==> src/swa_pkg.sv <==
// ----------------------------------------------------------------------------
// swa_pkg
// Shared constants and types of the sliding window average block.
// ----------------------------------------------------------------------------
package swa_pkg;

    localparam int WINDOW_MAX_DEF  = 64;
    localparam int SAMPLE_BITS_DEF = 16;

    localparam int LEN_BITS  = 7;
    localparam int AVG_BITS  = 24;
    localparam int SUM_BITS  = 22;
    localparam int FRAC_BITS = 8;

    typedef struct packed {
        logic busy;
        logic done;
    } div_status_t;

endpackage

==> src/swa_ram.sv <==
// ----------------------------------------------------------------------------
// swa_ram
// Generic single write port, single read port RAM with registered read data.
// ----------------------------------------------------------------------------
module swa_ram #(
    parameter int DATA_W = 16,
    parameter int DEPTH  = 64,
    localparam int ADDR_W = (DEPTH > 1) ? $clog2(DEPTH) : 1
) (
    input  logic              clk,
    input  logic              we,
    input  logic [ADDR_W-1:0] waddr,
    input  logic [DATA_W-1:0] wdata,
    input  logic              re,
    input  logic [ADDR_W-1:0] raddr,
    output logic [DATA_W-1:0] rdata
);

    logic [DATA_W-1:0] mem [DEPTH];

    always_ff @(posedge clk)
    begin
        if (we)
        begin
            mem[waddr] <= wdata;
        end
        if (re)
        begin
            rdata <= mem[raddr];
        end
    end

endmodule

==> src/swa_divider.sv <==
// ----------------------------------------------------------------------------
// swa_divider
// Restoring divider, one quotient bit per cycle, unsigned operands.
// ----------------------------------------------------------------------------
module swa_divider #(
    parameter int MAG_W = 30,
    parameter int LEN_W = 7
) (
    input  logic                 clk,
    input  logic                 rst_n,
    input  logic                 start,
    input  logic [MAG_W-1:0]     dividend,
    input  logic [LEN_W-1:0]     divisor,
    output swa_pkg::div_status_t status,
    output logic [MAG_W-1:0]     quotient
);

    localparam int CNT_W = (MAG_W > 1) ? $clog2(MAG_W) : 1;

    logic             busy_reg;
    logic             busy_next;
    logic [CNT_W-1:0] cnt_reg;
    logic [CNT_W-1:0] cnt_next;
    logic [LEN_W-1:0] rem_reg;
    logic [LEN_W-1:0] rem_next;
    logic [MAG_W-1:0] quo_reg;
    logic [MAG_W-1:0] quo_next;
    logic [LEN_W-1:0] div_reg;
    logic [LEN_W-1:0] div_next;
    logic [LEN_W:0]   trial;
    logic [LEN_W:0]   diff;
    logic             fits;
    logic             last;

    assign trial = {rem_reg, quo_reg[MAG_W-1]};
    assign fits  = trial >= {1'b0, div_reg};
    assign diff  = trial - {1'b0, div_reg};
    assign last  = busy_reg && (cnt_reg == CNT_W'(MAG_W - 1));

    always_comb
    begin
        busy_next = busy_reg;
        cnt_next  = cnt_reg;
        rem_next  = rem_reg;
        quo_next  = quo_reg;
        div_next  = div_reg;
        if (start)
        begin
            busy_next = 1'b1;
            cnt_next  = '0;
            rem_next  = '0;
            quo_next  = dividend;
            div_next  = divisor;
        end
        else if (busy_reg)
        begin
            rem_next = fits ? diff[LEN_W-1:0] : trial[LEN_W-1:0];
            quo_next = {quo_reg[MAG_W-2:0], fits};
            cnt_next = cnt_reg + 1'b1;
            if (last)
            begin
                busy_next = 1'b0;
            end
        end
    end

    always_ff @(posedge clk or negedge rst_n)
    begin
        if (!rst_n)
        begin
            busy_reg <= 1'b0;
            cnt_reg  <= '0;
        end
        else
        begin
            busy_reg <= busy_next;
            cnt_reg  <= cnt_next;
        end
    end

    always_ff @(posedge clk)
    begin
        rem_reg <= rem_next;
        quo_reg <= quo_next;
        div_reg <= div_next;
    end

    assign status.busy = busy_reg;
    assign status.done = last;
    assign quotient    = quo_reg;

endmodule

==> src/sliding_window_average.sv <==
// ----------------------------------------------------------------------------
// sliding_window_average
// Boxcar moving average over the last window_len signed samples.
// ----------------------------------------------------------------------------
// Samples arrive on the in_valid/in_ready channel; results leave on the
// out_valid/out_ready channel as window_sum and average_q8, the average
// with 8 fraction bits, truncated toward zero. A write on window_len_we sets
// the window length (0 acts as 1, values above WINDOW_MAX act as WINDOW_MAX)
// and empties the window.
// While the window fills, in_ready stays high and a sample gives no result.
// The sample that fills the window, and each later one, starts the serial
// divider, which produces one quotient bit per cycle; each later one first
// passes an update step that swaps the oldest sample out of the sum.
// in_ready is low until the result enters the output register.
// The result waits in an output register, so a new sample is taken while
// the receiver stalls; a second result waits until the first transfer.
// Reset sets the window length to 1 and empties the window; the sample
// store needs no clearing pass.
module sliding_window_average #(
    parameter int WINDOW_MAX  = swa_pkg::WINDOW_MAX_DEF,
    parameter int SAMPLE_BITS = swa_pkg::SAMPLE_BITS_DEF
) (
    input  logic                                 clk,
    input  logic                                 rst_n,
    input  logic                                 window_len_we,
    input  logic [swa_pkg::LEN_BITS-1:0]         window_len,
    input  logic                                 in_valid,
    output logic                                 in_ready,
    input  logic signed [SAMPLE_BITS-1:0]        sample,
    output logic                                 out_valid,
    input  logic                                 out_ready,
    output logic signed [swa_pkg::AVG_BITS-1:0]  average_q8,
    output logic signed [swa_pkg::SUM_BITS-1:0]  window_sum
);

    localparam int LEN_W  = $clog2(WINDOW_MAX + 1);
    localparam int PTR_W  = (WINDOW_MAX > 1) ? $clog2(WINDOW_MAX) : 1;
    localparam int SUM_W  = SAMPLE_BITS + $clog2(WINDOW_MAX);
    localparam int MAG_W  = SUM_W + swa_pkg::FRAC_BITS;
    localparam int CMP_W  = (swa_pkg::LEN_BITS > LEN_W) ? swa_pkg::LEN_BITS : LEN_W;
    localparam int AVG_XW = (MAG_W + 1 > swa_pkg::AVG_BITS) ? MAG_W + 1 : swa_pkg::AVG_BITS;
    localparam int SUM_XW = (SUM_W > swa_pkg::SUM_BITS) ? SUM_W : swa_pkg::SUM_BITS;

    typedef enum logic [4:0] {
        ST_IDLE   = 5'b00001,
        ST_UPDATE = 5'b00010,
        ST_LAUNCH = 5'b00100,
        ST_DIVIDE = 5'b01000,
        ST_FINISH = 5'b10000
    } state_t;

    state_t                            state_reg;
    state_t                            state_next;
    logic [swa_pkg::LEN_BITS-1:0]      wlen_reg;
    logic [swa_pkg::LEN_BITS-1:0]      wlen_next;
    logic [PTR_W-1:0]                  ptr_reg;
    logic [PTR_W-1:0]                  ptr_next;
    logic [LEN_W-1:0]                  fill_reg;
    logic [LEN_W-1:0]                  fill_next;
    logic signed [SUM_W-1:0]           sum_reg;
    logic signed [SUM_W-1:0]           sum_next;
    logic                              out_valid_reg;
    logic                              out_valid_next;
    logic [PTR_W-1:0]                  slot_reg;
    logic [PTR_W-1:0]                  slot_next;
    logic signed [SAMPLE_BITS-1:0]     sample_reg;
    logic signed [SAMPLE_BITS-1:0]     sample_next;
    logic                              neg_reg;
    logic                              neg_next;
    logic signed [swa_pkg::AVG_BITS-1:0] avg_reg;
    logic signed [swa_pkg::AVG_BITS-1:0] avg_next;
    logic signed [swa_pkg::SUM_BITS-1:0] osum_reg;
    logic signed [swa_pkg::SUM_BITS-1:0] osum_next;

    logic [CMP_W-1:0]          cfg_ext;
    logic [LEN_W-1:0]          len;
    logic                      accept;
    logic                      filling;
    logic [PTR_W-1:0]          slot;
    logic [LEN_W-1:0]          slot_inc;
    logic signed [SUM_W-1:0]   sample_ext;
    logic signed [SUM_W-1:0]   held_ext;
    logic signed [SUM_W-1:0]   old_ext;
    logic [SAMPLE_BITS-1:0]    old_sample;
    logic [SUM_W-1:0]          sum_mag;
    logic                      ram_we;
    logic [PTR_W-1:0]          ram_waddr;
    logic [SAMPLE_BITS-1:0]    ram_wdata;
    logic                      div_start;
    swa_pkg::div_status_t      div_status;
    logic [MAG_W-1:0]          div_quo;
    logic signed [MAG_W:0]     quo_signed;
    logic signed [AVG_XW-1:0]  avg_ext;
    logic signed [SUM_XW-1:0]  sum_ext;

    always_comb
    begin
        cfg_ext = CMP_W'(wlen_reg);
        if (cfg_ext == '0)
        begin
            len = LEN_W'(1);
        end
        else if (cfg_ext > CMP_W'(WINDOW_MAX))
        begin
            len = LEN_W'(WINDOW_MAX);
        end
        else
        begin
            len = LEN_W'(cfg_ext);
        end
    end

    assign in_ready   = (state_reg == ST_IDLE);
    assign accept     = in_valid && in_ready;
    assign filling    = fill_reg < len;
    assign slot       = (LEN_W'(ptr_reg) >= len) ? '0 : ptr_reg;
    assign slot_inc   = LEN_W'(slot) + 1'b1;
    assign sample_ext = SUM_W'(sample);
    assign held_ext   = SUM_W'(sample_reg);
    assign old_ext    = SUM_W'($signed(old_sample));
    assign sum_mag    = sum_reg[SUM_W-1] ? SUM_W'(-sum_reg) : SUM_W'(sum_reg);
    assign div_start  = (state_reg == ST_LAUNCH);
    assign quo_signed = neg_reg ? -$signed({1'b0, div_quo}) : $signed({1'b0, div_quo});
    assign avg_ext    = AVG_XW'(quo_signed);
    assign sum_ext    = SUM_XW'(sum_reg);

    always_comb
    begin
        ram_we    = 1'b0;
        ram_waddr = slot;
        ram_wdata = sample;
        if (accept && filling)
        begin
            ram_we = 1'b1;
        end
        else if (state_reg == ST_UPDATE)
        begin
            ram_we    = 1'b1;
            ram_waddr = slot_reg;
            ram_wdata = sample_reg;
        end
    end

    always_comb
    begin
        state_next     = state_reg;
        wlen_next      = wlen_reg;
        ptr_next       = ptr_reg;
        fill_next      = fill_reg;
        sum_next       = sum_reg;
        out_valid_next = out_valid_reg;
        slot_next      = slot_reg;
        sample_next    = sample_reg;
        neg_next       = neg_reg;
        avg_next       = avg_reg;
        osum_next      = osum_reg;

        if (out_valid_reg && out_ready)
        begin
            out_valid_next = 1'b0;
        end

        case (state_reg)
            ST_IDLE:
            begin
                if (accept)
                begin
                    slot_next   = slot;
                    sample_next = sample;
                    ptr_next    = (slot_inc >= len) ? '0 : PTR_W'(slot_inc);
                    if (filling)
                    begin
                        sum_next  = sum_reg + sample_ext;
                        fill_next = fill_reg + 1'b1;
                        if (LEN_W'(fill_reg + 1'b1) == len)
                        begin
                            state_next = ST_LAUNCH;
                        end
                    end
                    else
                    begin
                        state_next = ST_UPDATE;
                    end
                end
            end
            ST_UPDATE:
            begin
                sum_next   = sum_reg - old_ext + held_ext;
                state_next = ST_LAUNCH;
            end
            ST_LAUNCH:
            begin
                neg_next   = sum_reg[SUM_W-1];
                state_next = ST_DIVIDE;
            end
            ST_DIVIDE:
            begin
                if (div_status.done)
                begin
                    state_next = ST_FINISH;
                end
            end
            ST_FINISH:
            begin
                if (!out_valid_reg || out_ready)
                begin
                    avg_next       = avg_ext[swa_pkg::AVG_BITS-1:0];
                    osum_next      = sum_ext[swa_pkg::SUM_BITS-1:0];
                    out_valid_next = 1'b1;
                    state_next     = ST_IDLE;
                end
            end
            default:
            begin
                state_next = ST_IDLE;
            end
        endcase

        if (window_len_we)
        begin
            wlen_next = window_len;
            ptr_next  = '0;
            fill_next = '0;
            sum_next  = '0;
        end
    end

    always_ff @(posedge clk or negedge rst_n)
    begin
        if (!rst_n)
        begin
            state_reg     <= ST_IDLE;
            wlen_reg      <= swa_pkg::LEN_BITS'(1);
            ptr_reg       <= '0;
            fill_reg      <= '0;
            sum_reg       <= '0;
            out_valid_reg <= 1'b0;
        end
        else
        begin
            state_reg     <= state_next;
            wlen_reg      <= wlen_next;
            ptr_reg       <= ptr_next;
            fill_reg      <= fill_next;
            sum_reg       <= sum_next;
            out_valid_reg <= out_valid_next;
        end
    end

    always_ff @(posedge clk)
    begin
        slot_reg   <= slot_next;
        sample_reg <= sample_next;
        neg_reg    <= neg_next;
        avg_reg    <= avg_next;
        osum_reg   <= osum_next;
    end

    swa_ram #(
        .DATA_W (SAMPLE_BITS),
        .DEPTH  (WINDOW_MAX)
    ) u_ring (
        .clk   (clk),
        .we    (ram_we),
        .waddr (ram_waddr),
        .wdata (ram_wdata),
        .re    (accept),
        .raddr (slot),
        .rdata (old_sample)
    );

    swa_divider #(
        .MAG_W (MAG_W),
        .LEN_W (LEN_W)
    ) u_div (
        .clk      (clk),
        .rst_n    (rst_n),
        .start    (div_start),
        .dividend ({sum_mag, {swa_pkg::FRAC_BITS{1'b0}}}),
        .divisor  (len),
        .status   (div_status),
        .quotient (div_quo)
    );

    assign out_valid  = out_valid_reg;
    assign average_q8 = avg_reg;
    assign window_sum = osum_reg;

    assert property (@(posedge clk) disable iff (!rst_n) fill_reg <= len)
        else $error("fill count exceeds the window length");

    assert property (@(posedge clk) disable iff (!rst_n) LEN_W'(ptr_reg) < len)
        else $error("ring pointer outside the window");

    assert property (@(posedge clk) disable iff (!rst_n)
        div_status.done |-> (state_reg == ST_DIVIDE))
        else $error("divider finished outside the divide state");

    assert property (@(posedge clk) disable iff (!rst_n)
        div_status.busy == (state_reg == ST_DIVIDE))
        else $error("divider busy outside the divide state");

    assert property (@(posedge clk) disable iff (!rst_n)
        $rose(out_valid_reg) |-> $past(state_reg == ST_FINISH))
        else $error("result raised without a finished division");

endmodule

==> config.mk <==
export PLATFORM = sky130hd
export DESIGN_NAME = sliding_window_average
export DESIGN_NICKNAME = d
export VERILOG_FILES = /design/src/swa_pkg.sv /design/src/swa_ram.sv /design/src/swa_divider.sv /design/src/sliding_window_average.sv
export SDC_FILE = /design/constraint.sdc
export NUM_CORES = 2
export LEC_CHECK = 0
export BUFFER_PORTS_ARGS = -buffer_cell sky130_fd_sc_hd__buf_2
export CORE_UTILIZATION = 49
export CTS_CLUSTER_DIAMETER = 50
export DETAILED_ROUTE_END_ITERATION = 7
export GPL_TIMING_DRIVEN = 0
export SYNTH_ARGS = -nofsm -noshare
export SYNTH_HDL_FRONTEND = slang
export SYNTH_SLANG_ARGS = --single-unit
==> constraint.sdc <==
create_clock -name clk -period 9.9 [get_ports clk]
set_input_delay 1.98 -clock clk [delete_from_list [all_inputs] [get_ports clk]]
set_output_delay 1.98 -clock clk [all_outputs]
set_load 0.01 [all_outputs]
==> results.cfg <==
[timing]
setup_viol = 0
tightest_slew_ns = 1.50
fin_worst_skew_ns = 0.0265
drv_slew = 1
slew-limit-headroom_pct = -0.666
finalHoldViolCount = 0
rsz0062_at_grt = false
timing.fmax_mhz = 120
min_period_ns = 8.35
post-route-period-util_pct = 84.4

[final_layout]
fill_cells = 8450
final_util_pct = 57.0
drive_gt1_share_pct = 13.7
largest_register = u_ring.mem
largest_reg_flops = 1024
final_nets = 4116
antenna_cells = 0
fin_area_um2 = 59900
synthToLayoutAreaGrowth_pct = 15.3
stdcell_count = 5491

[grt]
grt_pass1_wl_um = 218000
antenna_found_initial = 1
grt-ovfl-total = 0
track_usage_pct = 28.0
grt_max_degree = 55
grt_pass1_vias = 32300

[cts]
cts.sinks = 1207
cts_tree = built
post_cts_resized = 0
cts_hold_buf = 0
cts_buffer_depth = 3
cts_root_buf = clkbuf_16
clk_pin_slew_ns = 0.06
cts_buffers = 138
postCtsSetupBuffers = 0
clock_latency_ns = 0.75
htreeDepth = 4

[route]
viasPerCell = 6.09
final_antenna_net_count = 0
wl_per_cell_um = 27.3
totalWireLength_um = 150000
firstDrtPassIters = 8
drc_errors = 0
first_iter_violations = 3418
via_count = 33400

[status]
violations = max-capacitance violations, max-slew violations
outcome = complete, but fails checks

[yosys]
synth_edf_count = 1138
ys_async_sr_fraction_pct = 4.47
synth_area_um2 = 51900
synth_top_area_share_pct = 65.8
syn_inst = 3724
yosysSeqAreaShare_pct = 69.0
syn_avg_cell_area_um2 = 13.9
yosys_register_bits = 1207
yosys.area.top_type = edfxtp_1
netlist_top_cells_area = edfxtp_1 66%, dfrtp_1 2.5%, mux2i_1 2.1%, a21oi_1 1.9%, ha_1 1.9%
syn_nets = 3852
synth.distinct_cells = 86
synthFlopType = edfxtp_1
ys_warn_count = 0

[power]
powerDensity_nw_per_um2 = 246
p_sw_uw = 4520
power_frac_seq_pct = 41.3
internal-power_uw = 10200
p_leak_uw = 0.0206
netSwitchingFraction_pct = 30.7
p_clk_share_pct = 34.9
combPwrFrac_pct = 23.8
finalPower_uw = 14700
ir_drop_mv = 0.185

[placement]
dp_hpwl_um = 107000
post_dp_cell_area_um2 = 55200
gp_congestion = 0.957
io_buffer_count = 75
dpl.cell_count = 5238

[floorplan]
dieHeight_um = 328
ioPinCount = 76
die_x_um = 328
fp.dieArea_um2 = 107000
fp-row-count = 119
start_util_pct = 49.4
core_um2 = 105000

[worst_hold_path]
hp-class = flop to flop

[setup_path]
cp.required_ns = 10.58
worst_setup_path_start_kind = flop
worst-setup-path-type = flop to flop
arrival_ns = 9.03
crit_fanout = 12
end_kind = flop

[run]
drv_cap = 1
## path summary, 6_finish.rpt
path / startpoint / endpoint / slack (ns) / depth (start not counted)
worst max-delay path: ptr_reg[0]$_DFFE_PN0P_ / ptr_reg[5]$_DFFE_PN0P_ / 1.55 / 23
worst min-delay path: u_div.rem_reg[6]$_SDFFE_PP0P_ / u_div.rem_reg[6]$_SDFFE_PP0P_ / 0.48 / 2
worst max register to register: ptr_reg[0]$_DFFE_PN0P_ / ptr_reg[5]$_DFFE_PN0P_ / 1.55 / 23
worst min register to register: u_div.rem_reg[6]$_SDFFE_PP0P_ / u_div.rem_reg[6]$_SDFFE_PP0P_ / 0.48 / 2
max in group asynchronous: rst_n / sum_ext[7]$_DFFE_PN0P_ / 8.02 / 1
min in group asynchronous: rst_n / u_div.cnt_reg[4]$_DFFE_PN0P_ / 1.31 / 1
## logic make-up after synthesis
group                    synth area share, %
AO/OA/AOI/OAI                           14.2
buffers and inverters                   3.29
AND/OR/NAND/NOR                         6.48
multiplexers                            2.62
XOR/XNOR                                1.67
flip-flops                              69.0
adder cells (fa/ha/maj)                 2.74
## power groups by stage
stage	clock network (µW)	logic (µW)	registers, µW
after global placement	0	3360	6230
after detailed placement	0	3450	6190
final	5140	3500	6080
after CTS	5180	3470	6080
after floorplan	0	2370	6130
after global routing	5370	3820	6110
## worst max-delay path: stages (launching register included)
cell      delay (ns)
dfrtp_1         0.38
buf_2           0.17
inv_1           0.09
clkbuf_1        0.53
clkbuf_1        0.84
clkbuf_1        0.60
ha_1            0.34
nand2b_1        0.14
a21o_1          0.22
a21oi_2         0.37
o211ai_1        0.54
inv_2           0.34
clkbuf_1        0.64
clkbuf_1        0.73
ha_1            0.33
xor2_1          0.30
ha_1            0.29
nor2b_1         0.12
o21ai_0         0.14
nand2b_1        0.08
a21oi_1         0.14
nor2b_1         0.05
o21ai_0         0.55
a32o_1          0.30
## per-layer routing
layer	up-vias	track usage (%)	part of all wire [%]
li1	15000	-	-
met4	2	11.8	4.2
met3	284	5.30	8.0
met2	1438	44.7	47
met5	-	0	0.0080
met1	16700	37.8	41
## synthesized netlist by cell type (75+ instances only)
cell,n
edfxtp_1,1138
nand2_1,221
inv_1,205
a21oi_1,194
nor2_1,178
clkbuf_1,157
mux2i_1,110
o21ai_0,110
o211ai_1,100
o22ai_1,99
nand3_1,91
ha_1,77
o21a_1,75
## cell type report
| class | instances | area [µm²] | share of cell area, % |
|---|---|---|---|
| Sequential cell | 1207 | 35800 | 59.8 |
| Multi-Input combinational cell | 2079 | 14700 | 24.6 |
| Timing Repair Buffer | 124 | 1300 | 2.17 |
| Inverter | 211 | 792 | 1.32 |
| Clock buffer | 176 | 3800 | 6.34 |
| Clock inverter | 76 | 779 | 1.30 |
| Tap cell | 1391 | 1740 | 2.91 |
| Buffer | 227 | 918 | 1.53 |
## through the flow
stage / TNS, ns / hold WS (ns) / setup WS (ns)
after floorplan: 0 / 0.446 / 4.85
after global placement: -354.14 / 0.467 / -0.987
after detailed placement: 0 / 0.474 / 1.89
after global routing: 0 / 0.546 / 1.40
after CTS: 0 / 0.481 / 1.81
final: 0 / 0.479 / 1.55
## cell usage in the layout (no fill, tap or decap), drive strengths merged, types with 24 or more instances in the layout
cell type,n
xnor2,72
edfxtp,1138
nand2,222
nand3,92
nor2,181
a211o,32
dfrtp,52
a21o,24
buf,194
o32ai,34
ha,77
mux2i,110
a222oi,33
o221a,32
a21oi,198
clkbuf,333
a22oi,37
nand2b,46
o21ai,125
o21a,75
xor2,27
o211ai,100
a32oi,34
a211oi,35
o221ai,34
or2,39
inv,221
o2111ai,36
clkinv,48
nor2b,29
o22ai,99
nor3,57
Note: power is estimated with default switching activity, not from simulation.
